**src/rtl/stereo_auto_gain_control_top_macros.svh**
```systemverilog
// assertion macros used by the gain control top level
`ifndef STEREO_AUTO_GAIN_CONTROL_TOP_MACROS_SVH
`define STEREO_AUTO_GAIN_CONTROL_TOP_MACROS_SVH

// condition must hold in the same cycle as the trigger
`define SAGC_ASSERT_NOW(label, clk, rst, ante, cons, msg) \
   label: assert property (@(posedge clk) disable iff (rst) (ante) |-> (cons)) \
      else $error(msg);

// condition must hold in the cycle after the trigger
`define SAGC_ASSERT_NEXT(label, clk, rst, ante, cons, msg) \
   label: assert property (@(posedge clk) disable iff (rst) (ante) |=> (cons)) \
      else $error(msg);

`endif

```
**src/rtl/sagc_pkg.sv**
```systemverilog
// shared constants and types for the stereo gain control block
`timescale 1ns / 1ps

package sagc_pkg;

   localparam int SAMPLE_BITS_DEF = 24;

   // fixed-point formats
   localparam int ENV_W      = 40;   // envelope, q1.39
   localparam int GAIN_W     = 32;   // gain, q8.24
   localparam int GAIN_FRAC  = 24;
   localparam int COEF_W     = 25;   // coefficients, q0.24 up to 1.0
   localparam int COEF_FRAC  = 24;
   localparam int TARGET_W   = 17;   // target level, q0.16
   localparam int MAX_GAIN_W = 24;   // max gain, q8.16
   localparam int MAX_GAIN_SHIFT = GAIN_W - MAX_GAIN_W;

   // configuration port
   localparam int CSR_INDEX_W = 2;
   localparam int CSR_DATA_W  = 25;

   // desired gain = (target << DIV_SHIFT) / envelope
   localparam int DIV_SHIFT    = 47;
   localparam int DIV_Q_W      = 34;
   localparam int DIV_PRESHIFT = DIV_SHIFT - DIV_Q_W;

   localparam logic [ENV_W-1:0]    ENV_THRESH = 40'd1099511628;
   localparam logic [ENV_W-1:0]    ENV_ONE    = {1'b1, {(ENV_W-1){1'b0}}};
   localparam logic [GAIN_W-1:0]   GAIN_ONE   = 32'h0100_0000;
   localparam logic [GAIN_W-1:0]   GAIN_FLOOR = 32'd3355443;
   localparam logic [TARGET_W-1:0] TARGET_MIN = 17'd3277;

   // register reset values
   localparam logic [TARGET_W-1:0]   TARGET_RST    = 17'd32768;
   localparam logic [MAX_GAIN_W-1:0] MAX_GAIN_RST  = 24'd207243;
   localparam logic [COEF_W-1:0]     ENV_COEF_RST  = 25'd1165;
   localparam logic [COEF_W-1:0]     GAIN_COEF_RST = 25'd233;

   typedef enum logic [CSR_INDEX_W-1:0] {
      CSR_TARGET_LEVEL = 2'd0,
      CSR_MAX_GAIN     = 2'd1,
      CSR_ENV_COEF     = 2'd2,
      CSR_GAIN_COEF    = 2'd3
   } csr_index_type;

   // status of a serial arithmetic unit
   typedef struct packed {
      logic busy;
      logic done;
   } unit_status_type;

endpackage

```
**src/rtl/stereo_auto_gain_control_top.sv**
```systemverilog
// stereo automatic gain control top level
// takes one stereo pair per transfer on req_, returns one gained pair per transfer on rsp_.
// the envelope follows the larger channel magnitude with a one-pole smoother; while it is
// above 0.002 the desired gain target / envelope is clamped to max_gain and to at least 0.2,
// and the stored gain glides toward it. both channels are then multiplied by the stored gain,
// rounded and saturated. one pair is processed at a time. the work is done by the serial
// units: the 24-step glide multiplier (used for the envelope and then the gain), the 34-step
// restoring divider, which runs only while the envelope is above the threshold, and the
// 32-step output multipliers (one per channel). a coefficient written as 1.0 skips its
// glide multiply. a finished pair sits in the rsp_ output register, so the next pair is
// taken while it waits. csr_ writes are always ready and are meant to arrive only while
// no pair is in flight; the envelope and gain are never touched by them. the envelope
// resets to 0 and the gain to 1.0.
`timescale 1ns / 1ps
`include "stereo_auto_gain_control_top_macros.svh"

module stereo_auto_gain_control_top #(
   parameter int SAMPLE_BITS = sagc_pkg::SAMPLE_BITS_DEF
) (
   input  logic                                clock,
   input  logic                                reset,
   // input pair
   input  logic                                req_valid,
   output logic                                req_ready,
   input  logic signed [SAMPLE_BITS-1:0]       req_in_left,
   input  logic signed [SAMPLE_BITS-1:0]       req_in_right,
   input  logic                                req_block_end,
   // result pair
   output logic                                rsp_valid,
   input  logic                                rsp_ready,
   output logic signed [SAMPLE_BITS-1:0]       rsp_out_left,
   output logic signed [SAMPLE_BITS-1:0]       rsp_out_right,
   output logic [sagc_pkg::GAIN_W-1:0]         rsp_applied_gain,
   output logic                                rsp_block_end_out,
   // configuration writes
   input  logic                                csr_valid,
   output logic                                csr_ready,
   input  logic [sagc_pkg::CSR_INDEX_W-1:0]    csr_index,
   input  logic [sagc_pkg::CSR_DATA_W-1:0]     csr_wdata
);

   localparam int ENV_W     = sagc_pkg::ENV_W;
   localparam int GAIN_W    = sagc_pkg::GAIN_W;
   localparam int GAIN_FRAC = sagc_pkg::GAIN_FRAC;
   localparam int COEF_W    = sagc_pkg::COEF_W;
   localparam int COEF_FRAC = sagc_pkg::COEF_FRAC;
   localparam int TARGET_W  = sagc_pkg::TARGET_W;
   localparam int MG_W      = sagc_pkg::MAX_GAIN_W;
   localparam int Q_W       = sagc_pkg::DIV_Q_W;
   localparam int GMUL_W    = ENV_W + COEF_FRAC;
   localparam int OMUL_W    = SAMPLE_BITS + GAIN_W;
   // rounded output magnitude, with room for the rounding carry
   localparam int RND_W     = SAMPLE_BITS + GAIN_W - GAIN_FRAC + 1;
   localparam logic [RND_W-1:0] NEG_LIM = RND_W'(1) << (SAMPLE_BITS - 1);
   localparam logic [RND_W-1:0] POS_LIM = NEG_LIM - RND_W'(1);

   typedef enum logic [9:0] {
      ST_IDLE      = 10'b00_0000_0001,
      ST_ENV_PREP  = 10'b00_0000_0010,
      ST_ENV_MUL   = 10'b00_0000_0100,
      ST_CHECK     = 10'b00_0000_1000,
      ST_DIV       = 10'b00_0001_0000,
      ST_GAIN_PREP = 10'b00_0010_0000,
      ST_GAIN_MUL  = 10'b00_0100_0000,
      ST_OUT_START = 10'b00_1000_0000,
      ST_OUT_MUL   = 10'b01_0000_0000,
      ST_RESULT    = 10'b10_0000_0000
   } state_type;

   // control and state registers
   state_type            state_ff, state_in;
   logic [ENV_W-1:0]     env_ff, env_in;
   logic [GAIN_W-1:0]    gain_ff, gain_in;
   logic                 rsp_valid_ff, rsp_valid_in;

   // configuration registers
   logic [TARGET_W-1:0]  target_ff, target_in;
   logic [MG_W-1:0]      max_gain_ff, max_gain_in;
   logic [COEF_W-1:0]    env_coef_ff, env_coef_in;
   logic [COEF_W-1:0]    gain_coef_ff, gain_coef_in;

   // payload registers
   logic [SAMPLE_BITS-1:0] left_ff, left_in;
   logic [SAMPLE_BITS-1:0] right_ff, right_in;
   logic                   blk_end_ff, blk_end_in;
   logic                   dir_up_ff, dir_up_in;
   logic [SAMPLE_BITS-1:0] out_left_ff, out_left_in;
   logic [SAMPLE_BITS-1:0] out_right_ff, out_right_in;
   logic [GAIN_W-1:0]      out_gain_ff, out_gain_in;
   logic                   out_end_ff, out_end_in;

   // sample magnitudes and envelope glide
   logic                   neg_left, neg_right;
   logic [SAMPLE_BITS-1:0] mag_left, mag_right, mag_max;
   logic [ENV_W-1:0]       mag_env;
   logic                   env_up;
   logic [ENV_W-1:0]       env_diff;

   // desired gain and gain glide
   logic [TARGET_W-1:0]    target_eff;
   logic [GAIN_W-1:0]      gain_limit;
   logic [GAIN_W-1:0]      desired_lim;
   logic [GAIN_W-1:0]      desired;
   logic                   gain_up;
   logic [GAIN_W-1:0]      gain_diff;

   // serial units
   logic                      glide_start;
   logic [ENV_W-1:0]          glide_a;
   logic [COEF_FRAC-1:0]      glide_b;
   sagc_pkg::unit_status_type glide_status;
   logic [GMUL_W-1:0]         glide_prod;
   logic [ENV_W-1:0]          glide_step;

   logic                      div_start;
   sagc_pkg::unit_status_type div_status;
   logic [Q_W-1:0]            quotient;

   logic                      out_start;
   sagc_pkg::unit_status_type left_status, right_status;
   logic [OMUL_W-1:0]         left_prod, right_prod;

   // output rounding and saturation
   logic [RND_W-1:0]       rnd_left, rnd_right;
   logic [RND_W-1:0]       clip_left, clip_right;
   logic [SAMPLE_BITS-1:0] res_left, res_right;
   logic                   rsp_load;

   // magnitude of each channel; the most negative sample gives exactly 1.0
   always_comb begin
      neg_left  = left_ff[SAMPLE_BITS-1];
      neg_right = right_ff[SAMPLE_BITS-1];
      mag_left  = neg_left ? (~left_ff + SAMPLE_BITS'(1)) : left_ff;
      mag_right = neg_right ? (~right_ff + SAMPLE_BITS'(1)) : right_ff;
      mag_max   = (mag_right > mag_left) ? mag_right : mag_left;
      mag_env   = {mag_max, {(ENV_W-SAMPLE_BITS){1'b0}}};
      env_up    = mag_env >= env_ff;
      env_diff  = env_up ? (mag_env - env_ff) : (env_ff - mag_env);
   end

   // desired gain from the divider quotient, clamped to max gain and then to the floor
   always_comb begin
      target_eff  = (target_ff < sagc_pkg::TARGET_MIN) ? sagc_pkg::TARGET_MIN : target_ff;
      gain_limit  = {max_gain_ff, {sagc_pkg::MAX_GAIN_SHIFT{1'b0}}};
      desired_lim = (quotient > {{(Q_W-GAIN_W){1'b0}}, gain_limit}) ? gain_limit
                                                                      : quotient[GAIN_W-1:0];
      desired     = (desired_lim < sagc_pkg::GAIN_FLOOR) ? sagc_pkg::GAIN_FLOOR : desired_lim;
      gain_up     = desired >= gain_ff;
      gain_diff   = gain_up ? (desired - gain_ff) : (gain_ff - desired);
   end

   // step = (diff * coef) >> 24, truncated
   assign glide_step = glide_prod[COEF_FRAC +: ENV_W];

   // round half away from zero on the magnitude, then restore the sign and saturate
   always_comb begin
      rnd_left   = {1'b0, left_prod[OMUL_W-1:GAIN_FRAC]} + RND_W'(left_prod[GAIN_FRAC-1]);
      rnd_right  = {1'b0, right_prod[OMUL_W-1:GAIN_FRAC]} + RND_W'(right_prod[GAIN_FRAC-1]);
      if (neg_left) begin
         clip_left = (rnd_left > NEG_LIM) ? NEG_LIM : rnd_left;
         res_left  = ~clip_left[SAMPLE_BITS-1:0] + SAMPLE_BITS'(1);
      end else begin
         clip_left = (rnd_left > POS_LIM) ? POS_LIM : rnd_left;
         res_left  = clip_left[SAMPLE_BITS-1:0];
      end
      if (neg_right) begin
         clip_right = (rnd_right > NEG_LIM) ? NEG_LIM : rnd_right;
         res_right  = ~clip_right[SAMPLE_BITS-1:0] + SAMPLE_BITS'(1);
      end else begin
         clip_right = (rnd_right > POS_LIM) ? POS_LIM : rnd_right;
         res_right  = clip_right[SAMPLE_BITS-1:0];
      end
   end

   // sequencer
   always_comb begin
      state_in    = state_ff;
      env_in      = env_ff;
      gain_in     = gain_ff;
      dir_up_in   = dir_up_ff;
      left_in     = left_ff;
      right_in    = right_ff;
      blk_end_in  = blk_end_ff;
      glide_start = 1'b0;
      glide_a     = '0;
      glide_b     = '0;
      div_start   = 1'b0;
      out_start   = 1'b0;
      rsp_load    = 1'b0;
      unique case (state_ff)
         ST_IDLE: begin
            if (req_valid) begin
               left_in    = req_in_left;
               right_in   = req_in_right;
               blk_end_in = req_block_end;
               state_in   = ST_ENV_PREP;
            end
         end
         ST_ENV_PREP: begin
            dir_up_in = env_up;
            if (env_coef_ff[COEF_W-1]) begin
               // coefficient of one or more jumps straight to the magnitude
               env_in   = mag_env;
               state_in = ST_CHECK;
            end else begin
               glide_start = 1'b1;
               glide_a     = env_diff;
               glide_b     = env_coef_ff[COEF_FRAC-1:0];
               state_in    = ST_ENV_MUL;
            end
         end
         ST_ENV_MUL: begin
            if (glide_status.done) begin
               env_in   = dir_up_ff ? (env_ff + glide_step) : (env_ff - glide_step);
               state_in = ST_CHECK;
            end
         end
         ST_CHECK: begin
            if (env_ff > sagc_pkg::ENV_THRESH) begin
               div_start = 1'b1;
               state_in  = ST_DIV;
            end else begin
               // quiet input holds the gain
               state_in = ST_OUT_START;
            end
         end
         ST_DIV: begin
            if (div_status.done) begin
               state_in = ST_GAIN_PREP;
            end
         end
         ST_GAIN_PREP: begin
            dir_up_in = gain_up;
            if (gain_coef_ff[COEF_W-1]) begin
               gain_in  = desired;
               state_in = ST_OUT_START;
            end else begin
               glide_start = 1'b1;
               glide_a     = {{(ENV_W-GAIN_W){1'b0}}, gain_diff};
               glide_b     = gain_coef_ff[COEF_FRAC-1:0];
               state_in    = ST_GAIN_MUL;
            end
         end
         ST_GAIN_MUL: begin
            if (glide_status.done) begin
               gain_in  = dir_up_ff ? (gain_ff + glide_step[GAIN_W-1:0])
                                    : (gain_ff - glide_step[GAIN_W-1:0]);
               state_in = ST_OUT_START;
            end
         end
         ST_OUT_START: begin
            out_start = 1'b1;
            state_in  = ST_OUT_MUL;
         end
         ST_OUT_MUL: begin
            if (left_status.done && right_status.done) begin
               state_in = ST_RESULT;
            end
         end
         ST_RESULT: begin
            // wait for the output register to free up
            if (!rsp_valid_ff || rsp_ready) begin
               rsp_load = 1'b1;
               state_in = ST_IDLE;
            end
         end
         default: begin
            state_in = ST_IDLE;
         end
      endcase
   end

   // result register
   always_comb begin
      rsp_valid_in = rsp_load ? 1'b1 : (rsp_valid_ff && !rsp_ready);
      out_left_in  = rsp_load ? res_left : out_left_ff;
      out_right_in = rsp_load ? res_right : out_right_ff;
      out_gain_in  = rsp_load ? gain_ff : out_gain_ff;
      out_end_in   = rsp_load ? blk_end_ff : out_end_ff;
   end

   // configuration writes
   always_comb begin
      target_in    = target_ff;
      max_gain_in  = max_gain_ff;
      env_coef_in  = env_coef_ff;
      gain_coef_in = gain_coef_ff;
      if (csr_valid) begin
         unique case (sagc_pkg::csr_index_type'(csr_index))
            sagc_pkg::CSR_TARGET_LEVEL: target_in    = csr_wdata[TARGET_W-1:0];
            sagc_pkg::CSR_MAX_GAIN:     max_gain_in  = csr_wdata[MG_W-1:0];
            sagc_pkg::CSR_ENV_COEF:     env_coef_in  = csr_wdata[COEF_W-1:0];
            sagc_pkg::CSR_GAIN_COEF:    gain_coef_in = csr_wdata[COEF_W-1:0];
            default: begin
               target_in = target_ff;
            end
         endcase
      end
   end

   always_ff @(posedge clock) begin
      if (reset) begin
         state_ff     <= ST_IDLE;
         env_ff       <= '0;
         gain_ff      <= sagc_pkg::GAIN_ONE;
         rsp_valid_ff <= 1'b0;
         target_ff    <= sagc_pkg::TARGET_RST;
         max_gain_ff  <= sagc_pkg::MAX_GAIN_RST;
         env_coef_ff  <= sagc_pkg::ENV_COEF_RST;
         gain_coef_ff <= sagc_pkg::GAIN_COEF_RST;
      end else begin
         state_ff     <= state_in;
         env_ff       <= env_in;
         gain_ff      <= gain_in;
         rsp_valid_ff <= rsp_valid_in;
         target_ff    <= target_in;
         max_gain_ff  <= max_gain_in;
         env_coef_ff  <= env_coef_in;
         gain_coef_ff <= gain_coef_in;
      end
   end

   always_ff @(posedge clock) begin
      left_ff      <= left_in;
      right_ff     <= right_in;
      blk_end_ff   <= blk_end_in;
      dir_up_ff    <= dir_up_in;
      out_left_ff  <= out_left_in;
      out_right_ff <= out_right_in;
      out_gain_ff  <= out_gain_in;
      out_end_ff   <= out_end_in;
   end

   // shared glide multiplier: envelope first, then gain
   sagc_mul #(
      .A_W (ENV_W),
      .B_W (COEF_FRAC)
   ) u_glide_mul (
      .clock   (clock),
      .reset   (reset),
      .start   (glide_start),
      .a       (glide_a),
      .b       (glide_b),
      .status  (glide_status),
      .product (glide_prod)
   );

   sagc_div u_div (
      .clock    (clock),
      .reset    (reset),
      .start    (div_start),
      .target   (target_eff),
      .divisor  (env_ff),
      .status   (div_status),
      .quotient (quotient)
   );

   // per-channel output multipliers, magnitude times gain
   sagc_mul #(
      .A_W (SAMPLE_BITS),
      .B_W (GAIN_W)
   ) u_left_mul (
      .clock   (clock),
      .reset   (reset),
      .start   (out_start),
      .a       (mag_left),
      .b       (gain_ff),
      .status  (left_status),
      .product (left_prod)
   );

   sagc_mul #(
      .A_W (SAMPLE_BITS),
      .B_W (GAIN_W)
   ) u_right_mul (
      .clock   (clock),
      .reset   (reset),
      .start   (out_start),
      .a       (mag_right),
      .b       (gain_ff),
      .status  (right_status),
      .product (right_prod)
   );

   assign req_ready         = (state_ff == ST_IDLE);
   assign rsp_valid         = rsp_valid_ff;
   assign rsp_out_left      = out_left_ff;
   assign rsp_out_right     = out_right_ff;
   assign rsp_applied_gain  = out_gain_ff;
   assign rsp_block_end_out = out_end_ff;
   assign csr_ready         = 1'b1;

   // envelope never passes full scale
   `SAGC_ASSERT_NOW(env_range_chk, clock, reset, 1'b1, env_ff <= sagc_pkg::ENV_ONE, "envelope above full scale")
   // gain glides only between values at or above the floor
   `SAGC_ASSERT_NOW(gain_floor_chk, clock, reset, 1'b1, gain_ff >= sagc_pkg::GAIN_FLOOR, "gain below floor")
   // no serial unit still running once a new pair can be taken
   `SAGC_ASSERT_NOW(idle_units_chk, clock, reset, req_ready, !glide_status.busy && !div_status.busy && !left_status.busy && !right_status.busy, "unit busy while idle")
   // division only runs above the envelope threshold
   `SAGC_ASSERT_NOW(div_thresh_chk, clock, reset, div_start, env_ff > sagc_pkg::ENV_THRESH, "divide below threshold")
   // a loaded result shows up on the port
   `SAGC_ASSERT_NEXT(rsp_load_chk, clock, reset, rsp_load, rsp_valid && (rsp_applied_gain == $past(gain_ff)), "result not presented")

endmodule

```
**src/rtl/sagc_mul.sv**
```systemverilog
// bit-serial shift-add multiplier, one multiplier bit per cycle
`timescale 1ns / 1ps

module sagc_mul #(
   parameter int A_W = sagc_pkg::ENV_W,
   parameter int B_W = sagc_pkg::COEF_FRAC
) (
   input  logic                      clock,
   input  logic                      reset,
   input  logic                      start,
   input  logic [A_W-1:0]            a,
   input  logic [B_W-1:0]            b,
   output sagc_pkg::unit_status_type status,
   output logic [A_W+B_W-1:0]        product
);

   localparam int CNT_W = $clog2(B_W + 1);

   logic [A_W-1:0]   a_ff, a_in;
   logic [A_W-1:0]   hi_ff, hi_in;
   logic [B_W-1:0]   lo_ff, lo_in;
   logic [CNT_W-1:0] cnt_ff, cnt_in;
   logic             busy_ff, busy_in;
   logic             done_ff, done_in;
   logic [A_W:0]     sum;

   always_comb begin
      sum     = {1'b0, hi_ff} + (lo_ff[0] ? {1'b0, a_ff} : {(A_W+1){1'b0}});
      a_in    = a_ff;
      hi_in   = hi_ff;
      lo_in   = lo_ff;
      cnt_in  = cnt_ff;
      busy_in = busy_ff;
      done_in = 1'b0;
      if (start) begin
         a_in    = a;
         hi_in   = '0;
         lo_in   = b;
         cnt_in  = CNT_W'(B_W);
         busy_in = 1'b1;
      end else if (busy_ff) begin
         // add on the low multiplier bit, then shift the product right
         hi_in  = sum[A_W:1];
         lo_in  = {sum[0], lo_ff[B_W-1:1]};
         cnt_in = cnt_ff - CNT_W'(1);
         if (cnt_ff == CNT_W'(1)) begin
            busy_in = 1'b0;
            done_in = 1'b1;
         end
      end
   end

   always_ff @(posedge clock) begin
      if (reset) begin
         cnt_ff  <= '0;
         busy_ff <= 1'b0;
         done_ff <= 1'b0;
      end else begin
         cnt_ff  <= cnt_in;
         busy_ff <= busy_in;
         done_ff <= done_in;
      end
   end

   always_ff @(posedge clock) begin
      a_ff  <= a_in;
      hi_ff <= hi_in;
      lo_ff <= lo_in;
   end

   assign status.busy = busy_ff;
   assign status.done = done_ff;
   assign product     = {hi_ff, lo_ff};

endmodule

```
**src/rtl/sagc_div.sv**
```systemverilog
// restoring divider for the desired gain, one quotient bit per cycle
`timescale 1ns / 1ps

module sagc_div (
   input  logic                                clock,
   input  logic                                reset,
   input  logic                                start,
   input  logic [sagc_pkg::TARGET_W-1:0]       target,
   input  logic [sagc_pkg::ENV_W-1:0]          divisor,
   output sagc_pkg::unit_status_type           status,
   output logic [sagc_pkg::DIV_Q_W-1:0]        quotient
);

   localparam int ENV_W = sagc_pkg::ENV_W;
   localparam int Q_W   = sagc_pkg::DIV_Q_W;
   localparam int CNT_W = $clog2(Q_W + 1);
   localparam int PAD_W = ENV_W - sagc_pkg::TARGET_W - sagc_pkg::DIV_PRESHIFT;

   logic [ENV_W-1:0] rem_ff, rem_in;
   logic [ENV_W-1:0] div_ff, div_in;
   logic [Q_W-1:0]   q_ff, q_in;
   logic [CNT_W-1:0] cnt_ff, cnt_in;
   logic             busy_ff, busy_in;
   logic             done_ff, done_in;
   logic [ENV_W:0]   shifted;
   logic [ENV_W:0]   trial;
   logic             fits;

   always_comb begin
      shifted = {rem_ff, 1'b0};
      trial   = shifted - {1'b0, div_ff};
      fits    = shifted >= {1'b0, div_ff};
      rem_in  = rem_ff;
      div_in  = div_ff;
      q_in    = q_ff;
      cnt_in  = cnt_ff;
      busy_in = busy_ff;
      done_in = 1'b0;
      if (start) begin
         // top dividend bits; below them the dividend is all zeros
         rem_in  = {{PAD_W{1'b0}}, target, {sagc_pkg::DIV_PRESHIFT{1'b0}}};
         div_in  = divisor;
         q_in    = '0;
         cnt_in  = CNT_W'(Q_W);
         busy_in = 1'b1;
      end else if (busy_ff) begin
         rem_in = fits ? trial[ENV_W-1:0] : shifted[ENV_W-1:0];
         q_in   = {q_ff[Q_W-2:0], fits};
         cnt_in = cnt_ff - CNT_W'(1);
         if (cnt_ff == CNT_W'(1)) begin
            busy_in = 1'b0;
            done_in = 1'b1;
         end
      end
   end

   always_ff @(posedge clock) begin
      if (reset) begin
         cnt_ff  <= '0;
         busy_ff <= 1'b0;
         done_ff <= 1'b0;
      end else begin
         cnt_ff  <= cnt_in;
         busy_ff <= busy_in;
         done_ff <= done_in;
      end
   end

   always_ff @(posedge clock) begin
      rem_ff <= rem_in;
      div_ff <= div_in;
      q_ff   <= q_in;
   end

   assign status.busy = busy_ff;
   assign status.done = done_ff;
   assign quotient    = q_ff;

endmodule
```
**config.mk**
```make
export PLATFORM = sky130hd
export DESIGN_NAME = stereo_auto_gain_control_top
export DESIGN_NICKNAME = d
export VERILOG_FILES = /design/src/rtl/sagc_pkg.sv /design/src/rtl/stereo_auto_gain_control_top.sv /design/src/rtl/sagc_mul.sv /design/src/rtl/sagc_div.sv
export VERILOG_INCLUDE_DIRS = /design/src /design/src/rtl
export SDC_FILE = /design/constraint.sdc
export NUM_CORES = 2
export LEC_CHECK = 0
export BUFFER_PORTS_ARGS = -buffer_cell sky130_fd_sc_hd__buf_2
export CAP_MARGIN = 40
export CORE_MARGIN = 1
export CORE_UTILIZATION = 58
export CTS_CLUSTER_DIAMETER = 200
export DETAILED_ROUTE_END_ITERATION = 7
export PLACE_DENSITY = 0.87
export RECOVER_POWER = 100
export SYNTH_ARGS = -nofsm -noshare
export SYNTH_HDL_FRONTEND = slang
export SYNTH_SLANG_ARGS = --single-unit
```
**constraint.sdc**
```tcl
create_clock -name clock -period 7.3 [get_ports clock]
set_input_delay 2.19 -clock clock [delete_from_list [all_inputs] [get_ports clock]]
set_output_delay 2.19 -clock clock [all_outputs]
set_load 0.005 [all_outputs]
```
==> flow_summary.yaml <==
sta:
  setup_viol: 39
  fin_crit_ns: 7.53
  timing.hold.ws_ns: 0.432
  max_slew_margin_pct: 36.9
  finalCritPeriodShare_pct: 103
  fin_ws_ns: -0.230
  fmax_mhz: 133
  maxSlewViolCount: 0
  worst_pin_slew_ns: 0.947
  skew_ns: 0.0325
  rsz0062_at_grt: "true"
  hold_viol: 0
synthesis:
  synth-edff-count: 364
  synth_top_flop_cell: "edfxtp_1"
  syn-num-nets: 6202
  synth-seq-area-share_pct: 36.5
  ys_seq_elements: 714
  synthArstFlopShare_pct: 0
  avgSynthCellArea_um2: 8.56
  yosysWarnings: 0
  synth_area_um2: 49200
  synth.distinct_cells: 99
  syn_inst: 5743
clock_network:
  cts-hold-fix-buffers: 0
  numCtsBuffers: 78
  cts_root_buf: "clkbuf_16"
  clock_path_buffers: 3
  cts_tree: "done"
  cts_max_level: 3
  clock_latency_ns: 0.68
  cts_sinks: 714
  clk_pin_slew_ns: 0.06
die:
  dieArea_um2: 86000
  design.core.area_um2: 83800
  pin_count: 165
  die_x_um: 293
  rows: 106
  die_h_um: 293
  start_util_pct: 58.7
power:
  finalPower_mw: 15.8
  swShare_pct: 38.1
  ir_drop_uv: 224
  switching_power_mw: 6.00
  p_clk_share_pct: 25.9
  p_comb_share_pct: 43.1
  power.leakage_nw: 23.1
  p_per_area_nw_per_um2: 283
  p_seq_share_pct: 31.0
  p_int_mw: 9.75
place:
  dp_hpwl_um: 112000
  pre_cts_ws_ns: -0.463
  routabilityCongestion: 1.02
  port_buffers: 163
cells_and_area:
  final_common_cell: "nand2_1"
  final_nets: 6409
  area_growth_pct: 13.1
  fin_util_pct: 66.4
  insertedDiodeCount: 0
  most-common-layout-cells: "nand2_1 (712), nor2_1 (492), a21oi_1 (457), edfxtp_1 (364), ha_1 (362)"
  drive_gt1_share_pct: 11.7
outcome:
  status: "finished, violations left"
  failed_checks: "setup timing"
worst_setup_path:
  start_kind: "flop"
  cp.buffers_inverters: 3
  crit_top_cell: "a21o_1"
  arrival_ns: 7.90
  crit_path_max_fanout: 6
  critPathSlowestCell: "a2111o_1"
  critPathKind: "flop to flop"
  crit_required_ns: 7.67
  critPathMaxStageDelay_ns: 0.50
  endpoint_kind: "flop"
  critPathTopFamily: "compound AO/OA/AOI/OAI gates"
drt:
  dr_wl_met2_um: 68900
  m1WireLength_um: 59500
  drtPass1Iterations: 6
  vias: 45100
  wl_per_cell_um: 21.1
  drc_errors: 0
  top_layer_used: "met5"
  antenna_left: 0
  via_per_inst: 6.30
  wl_met3_um: 13700
  drt_iter0_markers: 5004
  finalWirelength_um: 151000
global_routing:
  grt_pass1_wl_um: 234000
  grt-ovfl-total: 0
  grtUsageTotal_pct: 34.3
  grt_max_degree: 131
  grt_pass1_vias: 42400
  antenna_found_initial: 2
job:
  cap_violations: 0
worst_hold_path:
  hp-class: "flop to flop"
power by group through the flow:
stage / Sequential [mW] / Clock, mW / Combinational, mW
2_1_floorplan: 4.82 / 0 / 4.13
3_3_place_gp: 4.93 / 0 / 5.85
3_5_place_dp: 4.94 / 0 / 5.96
4_1_cts: 4.87 / 4.11 / 6.45
5_1_grt: 4.92 / 4.25 / 7.29
6_report: 4.89 / 4.07 / 6.79
Yosys cell counts (47+ instances only):
cell type | number | area, um^2
dfxtp_1 | 350 | 7010
nor2_1 | 501 | 1880
a22oi_1 | 55 | 413
o22ai_1 | 50 | 313
nand2_1 | 715 | 2680
nand4_1 | 59 | 369
nand3_1 | 96 | 480
edfxtp_1 | 364 | 10900
a21oi_1 | 466 | 2330
mux2i_1 | 148 | 1480
xnor2_1 | 209 | 1830
inv_1 | 329 | 1230
ha_1 | 369 | 4620
nand2b_1 | 70 | 438
a31oi_1 | 55 | 344
xor2_1 | 169 | 1480
and2_1 | 111 | 694
o21a_1 | 62 | 465
nor2b_1 | 69 | 432
a21o_1 | 136 | 1020
a211oi_1 | 121 | 908
clkbuf_1 | 213 | 800
o21ai_0 | 251 | 1260
nor3_1 | 112 | 561
o211ai_1 | 47 | 353
worst register-to-register path: cells and delay by family (launching register included):
kind	cells	cell delay (ns)
AOI/OAI and AO/OA	16	3.58
muxes	2	0.53
adders and majority gates	2	0.60
and+or+nand+nor	8	1.28
xor gates and xnor gates	2	0.40
buffers and inverters	3	0.41
DFF	1	0.41
layer usage:
layer | GRT usage, % | up-vias
li1 | - | 21000
met1 | 44.1 | 21300
met2 | 55.9 | 2330
met3 | 4.98 | 463
met4 | 18.1 | 2
met5 | 0 | -
cell families (layout without fill, tap and decap cells):
family	Yosys count	after routing	synth area share, %
AOI/OAI and AO/OA	1513	1513	19.8
buffers and inverters	598	871	4.69
and+or+nand+nor	2001	2001	19.2
adders and majority gates	378	378	9.75
muxes	160	160	3.29
DFF	714	714	36.5
other	1	1	0.00762
xor gates and xnor gates	378	378	6.73
layout make-up:
| cell class | count | area (um^2) |
|---|---|---|
| multi-input combinational | 4431 | 29700 |
| fill | 6628 | 28200 |
| sequential | 714 | 17900 |
| timing repair buffer | 394 | 2750 |
| clock buffer | 107 | 2250 |
| tap | 1134 | 1420 |
| inverter | 331 | 1240 |
| clock inverter | 39 | 383 |
flip-flops by register name, summed over array words and instances, names as in the netlist, 25 cells and up:
signal,cells
env_coef_ff,25
env_ff,40
gain_coef_ff,25
gain_ff,32
rsp_applied_gain,32
u_div.div_ff,40
u_div.quotient,34
u_div.rem_ff,40
u_glide_mul.a_ff,40
u_glide_mul.hi_ff,40
u_left_mul.lo_ff,32
u_right_mul.lo_ff,32
repair_timing:
| item | in CTS | in global routing |
|---|---|---|
| resized for setup | 71 | 72 |
| pin swaps | 35 | 58 |
| setup buffers | 22 | 9 |
| gates cloned | 3 | 0 |
| setup endpoints to repair | 40 | 40 |
path summary, 6_finish.rpt:
kind                         from                        endpoint  slack [ns]  depth (start not counted)
max          left_ff[3]$_DFFE_PP_  u_glide_mul.a_ff[25]$_DFFE_PP_       -0.23                         33
min          blk_end_ff$_DFFE_PP_     rsp_block_end_out$_DFFE_PP_        0.43                          0
max reg2reg  left_ff[3]$_DFFE_PP_  u_glide_mul.a_ff[25]$_DFFE_PP_       -0.23                         33
min reg2reg  blk_end_ff$_DFFE_PP_     rsp_block_end_out$_DFFE_PP_        0.43                          0
metrics by stage:
stage	setup TNS, ns	cells	area (um^2)
2_1_floorplan	0	5743	49200
3_3_place_gp	-11.72	6963	51900
3_5_place_dp	-13.65	6976	52100
4_1_cts	-0.0193	7145	55300
5_1_grt	-15.60	7150	55600
6_report	-5.18	7150	55600
Note: power is estimated with default switching activity, not from simulation.
